==> src/design/ring_buffer_deque_assert.svh <==
// ----------------------------------------------------------------------------
// Ring buffer deque assertion macros
// Shared property wrappers clocked on clk and disabled while rst_n is low.
// ----------------------------------------------------------------------------
`ifndef RING_BUFFER_DEQUE_ASSERT_SVH
`define RING_BUFFER_DEQUE_ASSERT_SVH

// Same-cycle implication
`define RBD_ASSERT_IMP(label, ante, cons, msg) \
  label: assert property (@(posedge clk) disable iff (!rst_n) (ante) |-> (cons)) \
    else $error(msg);

// Next-cycle implication
`define RBD_ASSERT_NXT(label, ante, cons, msg) \
  label: assert property (@(posedge clk) disable iff (!rst_n) (ante) |=> (cons)) \
    else $error(msg);

`endif

==> src/design/rbd_pkg.sv <==
// ----------------------------------------------------------------------------
// rbd_pkg
// Opcodes, default sizes and controller/datapath interface types.
// ----------------------------------------------------------------------------
`default_nettype none

package rbd_pkg;

  // Port widths fixed by the item format
  localparam int DATA_W       = 32;
  localparam int OPCODE_W     = 2;

  // Defaults for the top-level parameters
  localparam int DEF_DEPTH     = 64;
  localparam int DEF_WORD_BITS = 32;

  // Opcodes
  localparam logic [OPCODE_W-1:0] OP_PUSH_FRONT = 2'd0;
  localparam logic [OPCODE_W-1:0] OP_PUSH_REAR  = 2'd1;
  localparam logic [OPCODE_W-1:0] OP_POP_FRONT  = 2'd2;
  localparam logic [OPCODE_W-1:0] OP_POP_REAR   = 2'd3;

  // Controller -> datapath commands
  typedef struct packed {
    logic step;      // accepted item that changes state
    logic push;      // accepted item is a push
    logic front;     // accepted item works on the front end
    logic ok;        // accepted item succeeds
    logic load_now;  // result of a push or refused item loads this edge
    logic load_pop;  // result of a pop loads from read data this edge
  } rbd_cmd_t;

  // Datapath -> controller status
  typedef struct packed {
    logic full;
    logic empty;
  } rbd_status_t;

endpackage

`default_nettype wire

==> src/design/rbd_ram.sv <==
// ----------------------------------------------------------------------------
// rbd_ram
// Generic single-write, single-read RAM with registered read data.
// ----------------------------------------------------------------------------
`default_nettype none

module rbd_ram #(
  parameter int WIDTH = 32,
  parameter int DEPTH = 64,
  localparam int AW   = (DEPTH > 1) ? $clog2(DEPTH) : 1
) (
  input  wire logic             clk,
  input  wire logic             we,
  input  wire logic [AW-1:0]    waddr,
  input  wire logic [WIDTH-1:0] wdata,
  input  wire logic             re,
  input  wire logic [AW-1:0]    raddr,
  output logic      [WIDTH-1:0] rdata
);

  logic [WIDTH-1:0] mem [DEPTH];

  // Write port
  always_ff @(posedge clk) begin
    if (we) begin
      mem[waddr] <= wdata;
    end
  end

  // Registered read port, holds until the next read
  always_ff @(posedge clk) begin
    if (re) begin
      rdata <= mem[raddr];
    end
  end

endmodule

`default_nettype wire

==> src/design/rbd_ctrl.sv <==
// ----------------------------------------------------------------------------
// rbd_ctrl
// Handshake and sequencing: decodes each item, waits out the RAM read of a
// pop and owns the result valid flag.
// ----------------------------------------------------------------------------
`default_nettype none

`include "ring_buffer_deque_assert.svh"

module rbd_ctrl
  import rbd_pkg::*;
(
  input  wire logic                clk,
  input  wire logic                rst_n,
  input  wire logic                in_valid,
  output logic                     in_stall,
  input  wire logic [OPCODE_W-1:0] in_opcode,
  output logic                     out_valid,
  input  wire logic                out_stall,
  input  wire rbd_status_t         status,
  output rbd_cmd_t                 cmd
);

  localparam logic S_IDLE = 1'b0;
  localparam logic S_RD   = 1'b1;

  logic state_r, state_nxt;
  logic out_valid_r, out_valid_nxt;
  logic out_free, accept, is_push, is_front, item_ok;

  // Result register can take a new item
  assign out_free = !out_valid_r || !out_stall;
  assign in_stall = !((state_r == S_IDLE) && out_free);
  assign accept   = in_valid && !in_stall;

  // Opcode decode
  assign is_push  = (in_opcode == OP_PUSH_FRONT) || (in_opcode == OP_PUSH_REAR);
  assign is_front = (in_opcode == OP_PUSH_FRONT) || (in_opcode == OP_POP_FRONT);
  assign item_ok  = is_push ? !status.full : !status.empty;

  // Commands
  always_comb begin
    cmd.step     = accept && item_ok;
    cmd.push     = is_push;
    cmd.front    = is_front;
    cmd.ok       = item_ok;
    cmd.load_now = accept && (is_push || !item_ok);
    cmd.load_pop = (state_r == S_RD) && out_free;
  end

  // Sequencer: a successful pop waits in S_RD until its read data can load
  always_comb begin
    state_nxt = state_r;
    case (state_r)
      S_IDLE: begin
        if (accept && !is_push && item_ok) begin
          state_nxt = S_RD;
        end
      end
      S_RD: begin
        if (out_free) begin
          state_nxt = S_IDLE;
        end
      end
      default: state_nxt = S_IDLE;
    endcase
  end

  // Result valid
  always_comb begin
    if (cmd.load_now || cmd.load_pop) begin
      out_valid_nxt = 1'b1;
    end else begin
      out_valid_nxt = out_valid_r && out_stall;
    end
  end

  always_ff @(posedge clk) begin
    if (!rst_n) begin
      state_r     <= S_IDLE;
      out_valid_r <= 1'b0;
    end else begin
      state_r     <= state_nxt;
      out_valid_r <= out_valid_nxt;
    end
  end

  assign out_valid = out_valid_r;

  `RBD_ASSERT_NXT(a_pop_waits_read, cmd.step && !cmd.push, state_r == S_RD,
                  "successful pop did not enter read wait")
  `RBD_ASSERT_IMP(a_full_empty_excl, 1'b1, !(status.full && status.empty),
                  "queue reported full and empty at once")
  `RBD_ASSERT_NXT(a_pop_result_valid, cmd.load_pop, out_valid_r,
                  "pop result loaded but not presented")

endmodule

`default_nettype wire

==> src/design/rbd_dpath.sv <==
// ----------------------------------------------------------------------------
// rbd_dpath
// End indices, fill count, storage RAM and the result register.
// ----------------------------------------------------------------------------
`default_nettype none

`include "ring_buffer_deque_assert.svh"

module rbd_dpath
  import rbd_pkg::*;
#(
  parameter int DEPTH     = DEF_DEPTH,
  parameter int WORD_BITS = DEF_WORD_BITS,
  localparam int AW       = (DEPTH > 1) ? $clog2(DEPTH) : 1,
  localparam int FILL_W   = $clog2(DEPTH + 1),
  localparam int KEEP_W   = (WORD_BITS < DATA_W) ? WORD_BITS : DATA_W
) (
  input  wire logic              clk,
  input  wire logic              rst_n,
  input  wire rbd_cmd_t          cmd,
  output rbd_status_t            status,
  input  wire logic [DATA_W-1:0] in_data_in,
  output logic                   out_ok,
  output logic [DATA_W-1:0]      out_data_out,
  output logic [FILL_W-1:0]      out_fill_level
);

  localparam logic [AW-1:0]     LAST_SLOT = AW'(DEPTH - 1);
  localparam logic [FILL_W-1:0] FULL_CNT  = FILL_W'(DEPTH);

  logic [AW-1:0]     front_r, front_nxt;
  logic [AW-1:0]     rear_r, rear_nxt;
  logic [FILL_W-1:0] occ_r, occ_nxt;
  logic [AW-1:0]     front_up, front_dn, rear_up, rear_dn;
  logic              ram_we, ram_re;
  logic [AW-1:0]     ram_waddr, ram_raddr;
  logic [KEEP_W-1:0] ram_rdata;
  logic [DATA_W-1:0] rd_ext;
  logic              ok_r, ok_nxt;
  logic [DATA_W-1:0] data_r, data_nxt;
  logic [FILL_W-1:0] fill_r, fill_nxt;

  assign status.full  = (occ_r == FULL_CNT);
  assign status.empty = (occ_r == '0);

  // Wrapping neighbors of both ends
  assign front_up = (front_r == LAST_SLOT) ? '0 : front_r + 1'b1;
  assign front_dn = (front_r == '0) ? LAST_SLOT : front_r - 1'b1;
  assign rear_up  = (rear_r == LAST_SLOT) ? '0 : rear_r + 1'b1;
  assign rear_dn  = (rear_r == '0) ? LAST_SLOT : rear_r - 1'b1;

  // Index and count update
  always_comb begin
    front_nxt = front_r;
    rear_nxt  = rear_r;
    occ_nxt   = occ_r;
    if (cmd.step) begin
      if (cmd.push) begin
        occ_nxt = occ_r + 1'b1;
        if (cmd.front) begin
          front_nxt = front_up;
        end else begin
          rear_nxt = rear_dn;
        end
      end else begin
        occ_nxt = occ_r - 1'b1;
        if (cmd.front) begin
          front_nxt = front_dn;
        end else begin
          rear_nxt = rear_up;
        end
      end
    end
  end

  always_ff @(posedge clk) begin
    if (!rst_n) begin
      front_r <= '0;
      rear_r  <= LAST_SLOT;
      occ_r   <= '0;
    end else begin
      front_r <= front_nxt;
      rear_r  <= rear_nxt;
      occ_r   <= occ_nxt;
    end
  end

  // Storage: a push writes at the free slot, a pop reads the slot it frees
  assign ram_we    = cmd.step && cmd.push;
  assign ram_waddr = cmd.front ? front_r : rear_r;
  assign ram_re    = cmd.step && !cmd.push;
  assign ram_raddr = cmd.front ? front_dn : rear_up;

  rbd_ram #(
    .WIDTH (KEEP_W),
    .DEPTH (DEPTH)
  ) u_ram (
    .clk   (clk),
    .we    (ram_we),
    .waddr (ram_waddr),
    .wdata (in_data_in[KEEP_W-1:0]),
    .re    (ram_re),
    .raddr (ram_raddr),
    .rdata (ram_rdata)
  );

  // Zero-extend the stored word to the port width
  always_comb begin
    rd_ext = '0;
    rd_ext[KEEP_W-1:0] = ram_rdata;
  end

  // Result register
  always_comb begin
    ok_nxt   = ok_r;
    data_nxt = data_r;
    fill_nxt = fill_r;
    if (cmd.load_now) begin
      ok_nxt   = cmd.ok;
      data_nxt = '0;
      fill_nxt = occ_nxt;
    end else if (cmd.load_pop) begin
      ok_nxt   = 1'b1;
      data_nxt = rd_ext;
      fill_nxt = occ_r;
    end
  end

  always_ff @(posedge clk) begin
    ok_r   <= ok_nxt;
    data_r <= data_nxt;
    fill_r <= fill_nxt;
  end

  assign out_ok         = ok_r;
  assign out_data_out   = data_r;
  assign out_fill_level = fill_r;

  `RBD_ASSERT_IMP(a_occ_bound, 1'b1, occ_r <= FULL_CNT,
                  "fill count above depth")

endmodule

`default_nettype wire

==> src/design/ring_buffer_deque.sv <==
// Results: a push or a refused item gives its result in the cycle after accept;
// a successful pop gives it through its registered RAM read and the result register.
// Throughput: one item per cycle for pushes and refused items while results are
// not stalled; a pop holds off the next item until its RAM read data loads.
// Reset: rst_n synchronous, active low; clears indices, fill count and valid.
// Storage is not cleared and needs no clearing pass.
// ----------------------------------------------------------------------------
// ring_buffer_deque
// Double-ended queue of DEPTH words in a ring buffer, push and pop at both
// ends, one result item per input item.
// ----------------------------------------------------------------------------
`default_nettype none

module ring_buffer_deque
  import rbd_pkg::*;
#(
  parameter int DEPTH     = DEF_DEPTH,
  parameter int WORD_BITS = DEF_WORD_BITS,
  localparam int FILL_W   = $clog2(DEPTH + 1)
) (
  input  wire logic                clk,
  input  wire logic                rst_n,
  input  wire logic                in_valid,
  output logic                     in_stall,
  input  wire logic [OPCODE_W-1:0] in_opcode,
  input  wire logic [DATA_W-1:0]   in_data_in,
  output logic                     out_valid,
  input  wire logic                out_stall,
  output logic                     out_ok,
  output logic [DATA_W-1:0]        out_data_out,
  output logic [FILL_W-1:0]        out_fill_level
);

  rbd_cmd_t    cmd;
  rbd_status_t status;

  rbd_ctrl u_ctrl (
    .clk       (clk),
    .rst_n     (rst_n),
    .in_valid  (in_valid),
    .in_stall  (in_stall),
    .in_opcode (in_opcode),
    .out_valid (out_valid),
    .out_stall (out_stall),
    .status    (status),
    .cmd       (cmd)
  );

  rbd_dpath #(
    .DEPTH     (DEPTH),
    .WORD_BITS (WORD_BITS)
  ) u_dpath (
    .clk            (clk),
    .rst_n          (rst_n),
    .cmd            (cmd),
    .status         (status),
    .in_data_in     (in_data_in),
    .out_ok         (out_ok),
    .out_data_out   (out_data_out),
    .out_fill_level (out_fill_level)
  );

endmodule

`default_nettype wire

==> config.mk <==
export PLATFORM = sky130hd
export DESIGN_NAME = ring_buffer_deque
export DESIGN_NICKNAME = d
export VERILOG_FILES = /design/src/design/rbd_pkg.sv /design/src/design/rbd_ram.sv /design/src/design/rbd_ctrl.sv /design/src/design/rbd_dpath.sv /design/src/design/ring_buffer_deque.sv
export VERILOG_INCLUDE_DIRS = /design/src /design/src/design
export SDC_FILE = /design/constraint.sdc
export NUM_CORES = 2
export LEC_CHECK = 0
export ABC_CLOCK_PERIOD_IN_PS = 4500
export BUFFER_PORTS_ARGS = -buffer_cell sky130_fd_sc_hd__buf_2
export CAP_MARGIN = 10
export CORE_MARGIN = 5
export CORE_UTILIZATION = 30
export CTS_BUF_LIST = sky130_fd_sc_hd__clkbuf_16
export DETAILED_ROUTE_END_ITERATION = 8
export GPL_ROUTABILITY_DRIVEN = 0
export SETUP_SLACK_MARGIN = 0.1
export SLEW_MARGIN = 20
export SYNTH_ARGS = -nofsm -noshare
export SYNTH_HDL_FRONTEND = slang
export SYNTH_HIERARCHICAL = 1
export SYNTH_SLANG_ARGS = --single-unit
export TNS_END_PERCENT = 50
==> constraint.sdc <==
create_clock -name clk -period 4.5 [get_ports clk]
set_input_delay 0 -clock clk [delete_from_list [all_inputs] [get_ports clk]]
set_output_delay 0 -clock clk [all_outputs]
set_load 0.1 [all_outputs]
; Yosys cells after proc, flatten, opt, wreduce, memory -nomap -nowiden
; Memory sizes are Yosys's and may differ from the RTL's. A register that Yosys moved wholly into a read port is not among the register bits.
; Cells that the tools add are included.
[totals]
input_bits = 38
ramBits = 2048
reg_bits = 61
latch_bits = 0
out_inout_bits = 42
elab_cells = 76
mem_count = 1
rom_bits = 0
[op_classes]
n_addsub = 6
multipliers = 0
mux = 25
bitwise = 2
shifts = 0
div_mod_pow = 0
n_lt_le_gt_ge = 0
eq_ne = 5
n_reduce_logical = 29
[memory_table]
columns = memory, words, word_bits, rd, rd_ports_with_merged_regs, wr, line
row1 = u_dpath.u_ram.mem, 64, 32, 1, 1, 1, rbd_ram.sv:21  ; logic [WIDTH-1:0] mem [DEPTH];
[op_table]
columns = operator, count
row1 = 6-bit 2-to-1 mux, 12
row2 = 7-bit 2-to-1 mux, 4
row3 = "6-bit by 1-bit adder with 6-bit output, second input constant", 2
row4 = "6-bit equality test, second input constant", 2
row5 = 6-bit logical NOT, 2
row6 = "6-bit by 1-bit subtractor with 6-bit output, second input constant", 2
row7 = 1-bit logical AND, 10
row8 = 1-bit 2-to-1 mux, 8
row9 = "7-bit by 1-bit adder with 7-bit output, second input constant", 1
row10 = "7-bit equality test, second input constant", 1
row11 = 1-bit logical NOT, 7
row12 = 7-bit logical NOT, 1
row13 = "7-bit by 1-bit subtractor with 7-bit output, second input constant", 1
row14 = 1-bit logical OR, 5
row15 = 2-bit AND reduction, 2
row16 = "2-bit by 1-bit equality test with 1-bit output, second input constant", 1
row17 = "2-bit equality test, second input constant", 1
row18 = 2-bit logical NOT, 1
row19 = 1-bit NOT, 2
row20 = 1-bit one-hot mux with 2 select lines, 1
row21 = 2-bit nonzero test, 1

; Logic depth before layout (Yosys ltp)
[depth]
depth_word = 8
depth_mapped = 15
depth_no_buf = 11

; By module
; The synthesis kept the hierarchy.
[modules_own_cells]
columns = mod, n_inst, cells_per_inst, seq_area_each_um2, area_each_um2
row1 = rbd_ram, 1, 3324, 62459.9, 78835.6
row2 = rbd_dpath, 1, 363, 1261.2, 3220.6
row3 = rbd_ctrl, 1, 20, 40.0, 147.6

; Worst setup path after synthesis
; Ideal clock, no wire load.
[synth_timing]
kind = reg-to-reg
from = reg u_ctrl.out_valid_r, in the netlist u_ctrl/out_valid
to = mem u_dpath.u_ram.mem[49][0], enable pin
period_less_slack_ps = 4597
slack_ps = -97
path_stages_with_launch = 9
required_time_ps = 4039
arrival_ps = 4136
setup_time_ps = 461
n_path_buf = 1
path_cell_list = dfxtp_1 > a21oi_2 > and3_1 > buf_6 > inv_4 > nor2_1 > nor2b_1 > nand4_1 > nor3_1
[synth_rtl]
columns = item, line
row1 = "start, declared", rbd_ctrl.sv:28  ; logic out_valid_r, out_valid_nxt;
row2 = "start signal, assigned", rbd_ctrl.sv:84  ; out_valid_r <= out_valid_nxt;
row3 = "end, declared", rbd_ram.sv:21

; Worst setup path in the final report
[layout_timing]
from = reg u_dpath.rear_r[0]
to = reg u_dpath.u_ram.rdata[31], read port of u_dpath.u_ram.mem (data pin)
[layout_via]
elab_chain_cells = 3
elab_cells_between_ends = 4
cone_classes = 1 x add/sub / 1 x eq/ne / 2 x mux
[layout_rtl]
columns = item, line
row1 = "start, declared", rbd_dpath.sv:32  ; logic [AW-1:0] rear_r, rear_nxt;
row2 = "start signal, assigned", rbd_dpath.sv:83  ; rear_r <= rear_nxt;
row3 = 6-bit by 1-bit adder with 6-bit output / 6-bit equality test (equally long branches), rbd_dpath.sv:49  ; assign rear_up = (rear_r == LAST_SLOT) ? '0 : rear_r + 1'b1;
row4 = 6-bit 2-to-1 mux (*), rbd_dpath.sv:49
row5 = 6-bit 2-to-1 mux (*), rbd_dpath.sv:92  ; assign ram_raddr = cmd.front ? front_dn : rear_up;
row6 = net u_dpath.ram_raddr[0], rbd_dpath.sv:36  ; logic [AW-1:0] ram_waddr, ram_raddr;
row7 = "end, declared", rbd_ram.sv:18  ; output logic [WIDTH-1:0] rdata
; Mark *: on every way through the listed nets, which the timed path passes. The rest lies on a longest branch.
; A chain may end at the register's enable or synchronous reset.

==> impl_metrics.tcl <==
set metrics [dict create \
    clock-sinks 2141 \
    syn_area_um2 82200 \
    yosysWarnings 6 \
    vias 40291 \
    coreArea_um2 273000 \
    cp.arrival_ns 4.84 \
    ys_ff_latch 2141 \
    initial_utilization 0.301 \
    cts_setup_buffers 0 \
    num_rows 192 \
    grt_pass1_wl_mm 307 \
    cts_tree "yes" \
    wire_per_inst_um 27.5 \
    criticalPathCategory "register to register" \
    post-route-drc-count 0 \
    die_w_um 533 \
    rsz0062_at_grt "yes" \
    p_int_uw 36600 \
    p_per_area_nw_per_um2 536 \
    dr.pass1.iters 5 \
    crit_required_ns 5.08 \
    synth_edf_count 2088 \
    ys_seq_area_frac 0.776 \
    setup.worst_path.start "u_dpath/rear_r[0]" \
    grt_max_degree 65 \
    slew_headroom 0.347 \
    port_buffers 79 \
    switching_power_uw 15100 \
    clock-root-buffer "clkbuf_16" \
    worst_setup_path_end_kind "register" \
    synth-main-ff-cell "edfxtp_1" \
    setup_viol 0 \
    n_fill_cell 24896 \
    drive_gt1_frac 0.295 \
    maxSlewViolCount 0 \
    clk_latency_ns 0.85 \
    async_flop_share 0 \
    routed_wl_mm 215 \
    wl_met2_mm 106 \
    hold_ws_ns 0.158 \
    layout_common_cells "edfxtp_1, mux4_2, clkbuf_16" \
    p_comb_frac 0.226 \
    layout.nets 4119 \
    crit_buf_inv 2 \
    wl_met3_mm 14.6 \
    crit_slowest_cell "mux4_2" \
    synth_nets 3757 \
    clkPwrFrac 0.333 \
    m1WireLength_mm 89.2 \
    total_power_uw 51700 \
    hold_class "input pin to register" \
    period_needed_ns 4.26 \
    first_iter_violations 4347 \
    tightestPinTransition_ns 0.977 \
    p_leak_uw 0.0302 \
    min-delay-start "rst_n" \
    layout_commonest_cell "edfxtp_1" \
    vias_per_cell 5.14 \
    setup_ws_ns 0.239 \
    path_cells "ha_1 > and3_1 > and3_1 > nor2_1 > o22a_4 > buf_12 > buf_4 > mux4_2 > mux4_2 > o22ai_1 > nor2_1" \
    status "finished, final reports clean" \
    avgSynthCellArea_um2 22.2 \
    area_growth_pct 17.2 \
    period_share 0.947 \
    preCtsSetupSlack_ns -0.0274 \
    antenna_found_initial 8 \
    clkSlewWorstSetupHoldPaths_ns 0.06 \
    track_usage 0.148 \
    seqPwrFrac 0.441 \
    clock-skew-final_ns 0.0355 \
    dieHeight_um 533 \
    swShare 0.293 \
    top_layer "met5" \
    dpl.hpwl_mm 121 \
    max_freq_mhz 235 \
    grt_pass1_vias 40684 \
    cp_top_family "multiplexers" \
    cts-buffers-inserted 214 \
    hold_violations 0 \
    io_pins 80 \
    cpPeakStageDelay_ns 0.55 \
    die_area_um2 285000 \
    r2r-start "u_dpath/rear_r[0]" \
    cp_max_fo 25 \
    start_kind "register" \
    ant_nets 0 \
    syn_inst 3707 \
    overflow 0 \
    htree_num_levels 4 \
    maxCapViolCount 0 \
    synthDistinctLibCells 68 \
    clockBufferDepth 3 \
    ir_drop_uv 368 \
]
-- metrics by stage --
stage / TNS [ns] / area [µm²] / utilization / std cells
finish: 0 / 96400 / 0.353 / 7841
global route: 0 / 96400 / 0.353 / 7839
CTS: 0 / 96300 / 0.353 / 7839
detailed placement: -0.0274 / 89100 / 0.326 / 7399
global placement: 0 / 89100 / 0.326 / 7399
floorplan: -2.64 / 82200 / - / 3707
-- sequential cells by signal, summed over array words and instances (netlist names), 6 cells and up --
signal and count:
u_dpath/out_data_out 32, u_dpath/front_r 6, u_dpath/u_ram/mem 2048, u_dpath/rear_r 6, u_dpath/u_ram/rdata 32, u_dpath/out_fill_level 7, u_dpath/occ_r 7
-- cells by family after synthesis --
kind of cell,synth area share
and+or+nand+nor,0.0200
DFF,0.776
buffers and inverters,0.0131
AOI/OAI and AO/OA,0.0219
muxes,0.166
xor gates and xnor gates,0.00170
adders and majority gates,0.00192
-- layout make-up --
class / instances / area, µm² / area share
sequential: 2141 / 63800 / 0.662
multi-input combinational: 1344 / 18000 / 0.186
clock buffer: 216 / 5410 / 0.0561
tap: 3589 / 4490 / 0.0466
timing repair buffer: 358 / 3330 / 0.0345
clock inverter: 181 / 1380 / 0.0143
inverter: 10 / 40.0 / 0.000415
antenna: 2 / 5.00 / 0.0000519
-- layer usage --
| metal | GRT usage | vias up |
|---|---|---|
| li1 | - | 16388 |
| met1 | 0.205 | 22009 |
| met2 | 0.245 | 1567 |
| met3 | 0.0222 | 311 |
| met4 | 0.0398 | 16 |
| met5 | 0 | - |
-- worst reg2reg max path: stages (launching register included) --
cell	delay [ns]
dfxtp_1	0.39
ha_1	0.31
and3_1	0.25
and3_1	0.22
nor2_1	0.12
o22a_4	0.48
buf_12	0.36
buf_4	0.33
mux4_2	0.51
mux4_2	0.55
o22ai_1	0.37
nor2_1	0.11
-- what timing repair did --
action                     in CTS  in global routing
hold endpoints to repair     1933                  0
setup endpoints to repair       2                  2
resized for setup               1                  1
hold buffers                   43                  0
-- cell usage after synthesis, types with 7 or more instances --
cell	n	area, µm²
a21oi_1	69	345
a22oi_1	12	90.1
a311oi_1	9	78.8
a31oi_1	9	56.3
and3_1	10	62.6
buf_1	22	82.6
buf_2	71	355
buf_4	28	210
clkbuf_1	85	319
dfxtp_1	53	1060
edfxtp_1	2088	62700
ha_1	11	138
inv_1	8	30.0
mux2_2	7	78.8
mux2i_1	130	1300
mux4_2	544	12300
nand2_1	57	214
nand2b_1	10	62.6
nand3_1	13	65.1
nand3b_1	7	52.6
nor2_1	195	732
nor2b_1	20	125
nor3_1	13	65.1
o21ai_0	18	90.1
o221ai_1	28	245
o22ai_1	85	532
xnor2_1	8	70.1
xor2_1	8	70.1
-- power groups by stage --
stage	clock network (µW)	registers [µW]	logic, µW
2_1_floorplan	0	24000	6320
3_3_place_gp	0	23200	11700
3_5_place_dp	0	23300	11700
4_1_cts	17600	22800	11800
5_1_grt	18400	22800	12300
6_report	17200	22800	11700
-- path summary, 6_finish.rpt --
check / endpoint / slack, ns / cells after the start
max: u_dpath/u_ram/rdata[31] / 0.24 / 11
min: u_dpath/rear_r[3] / 0.16 / 3
max reg2reg: u_dpath/u_ram/rdata[31] / 0.24 / 11
min reg2reg: u_dpath/out_data_out[16] / 0.49 / 2
Power figures use the tool's default switching activity.
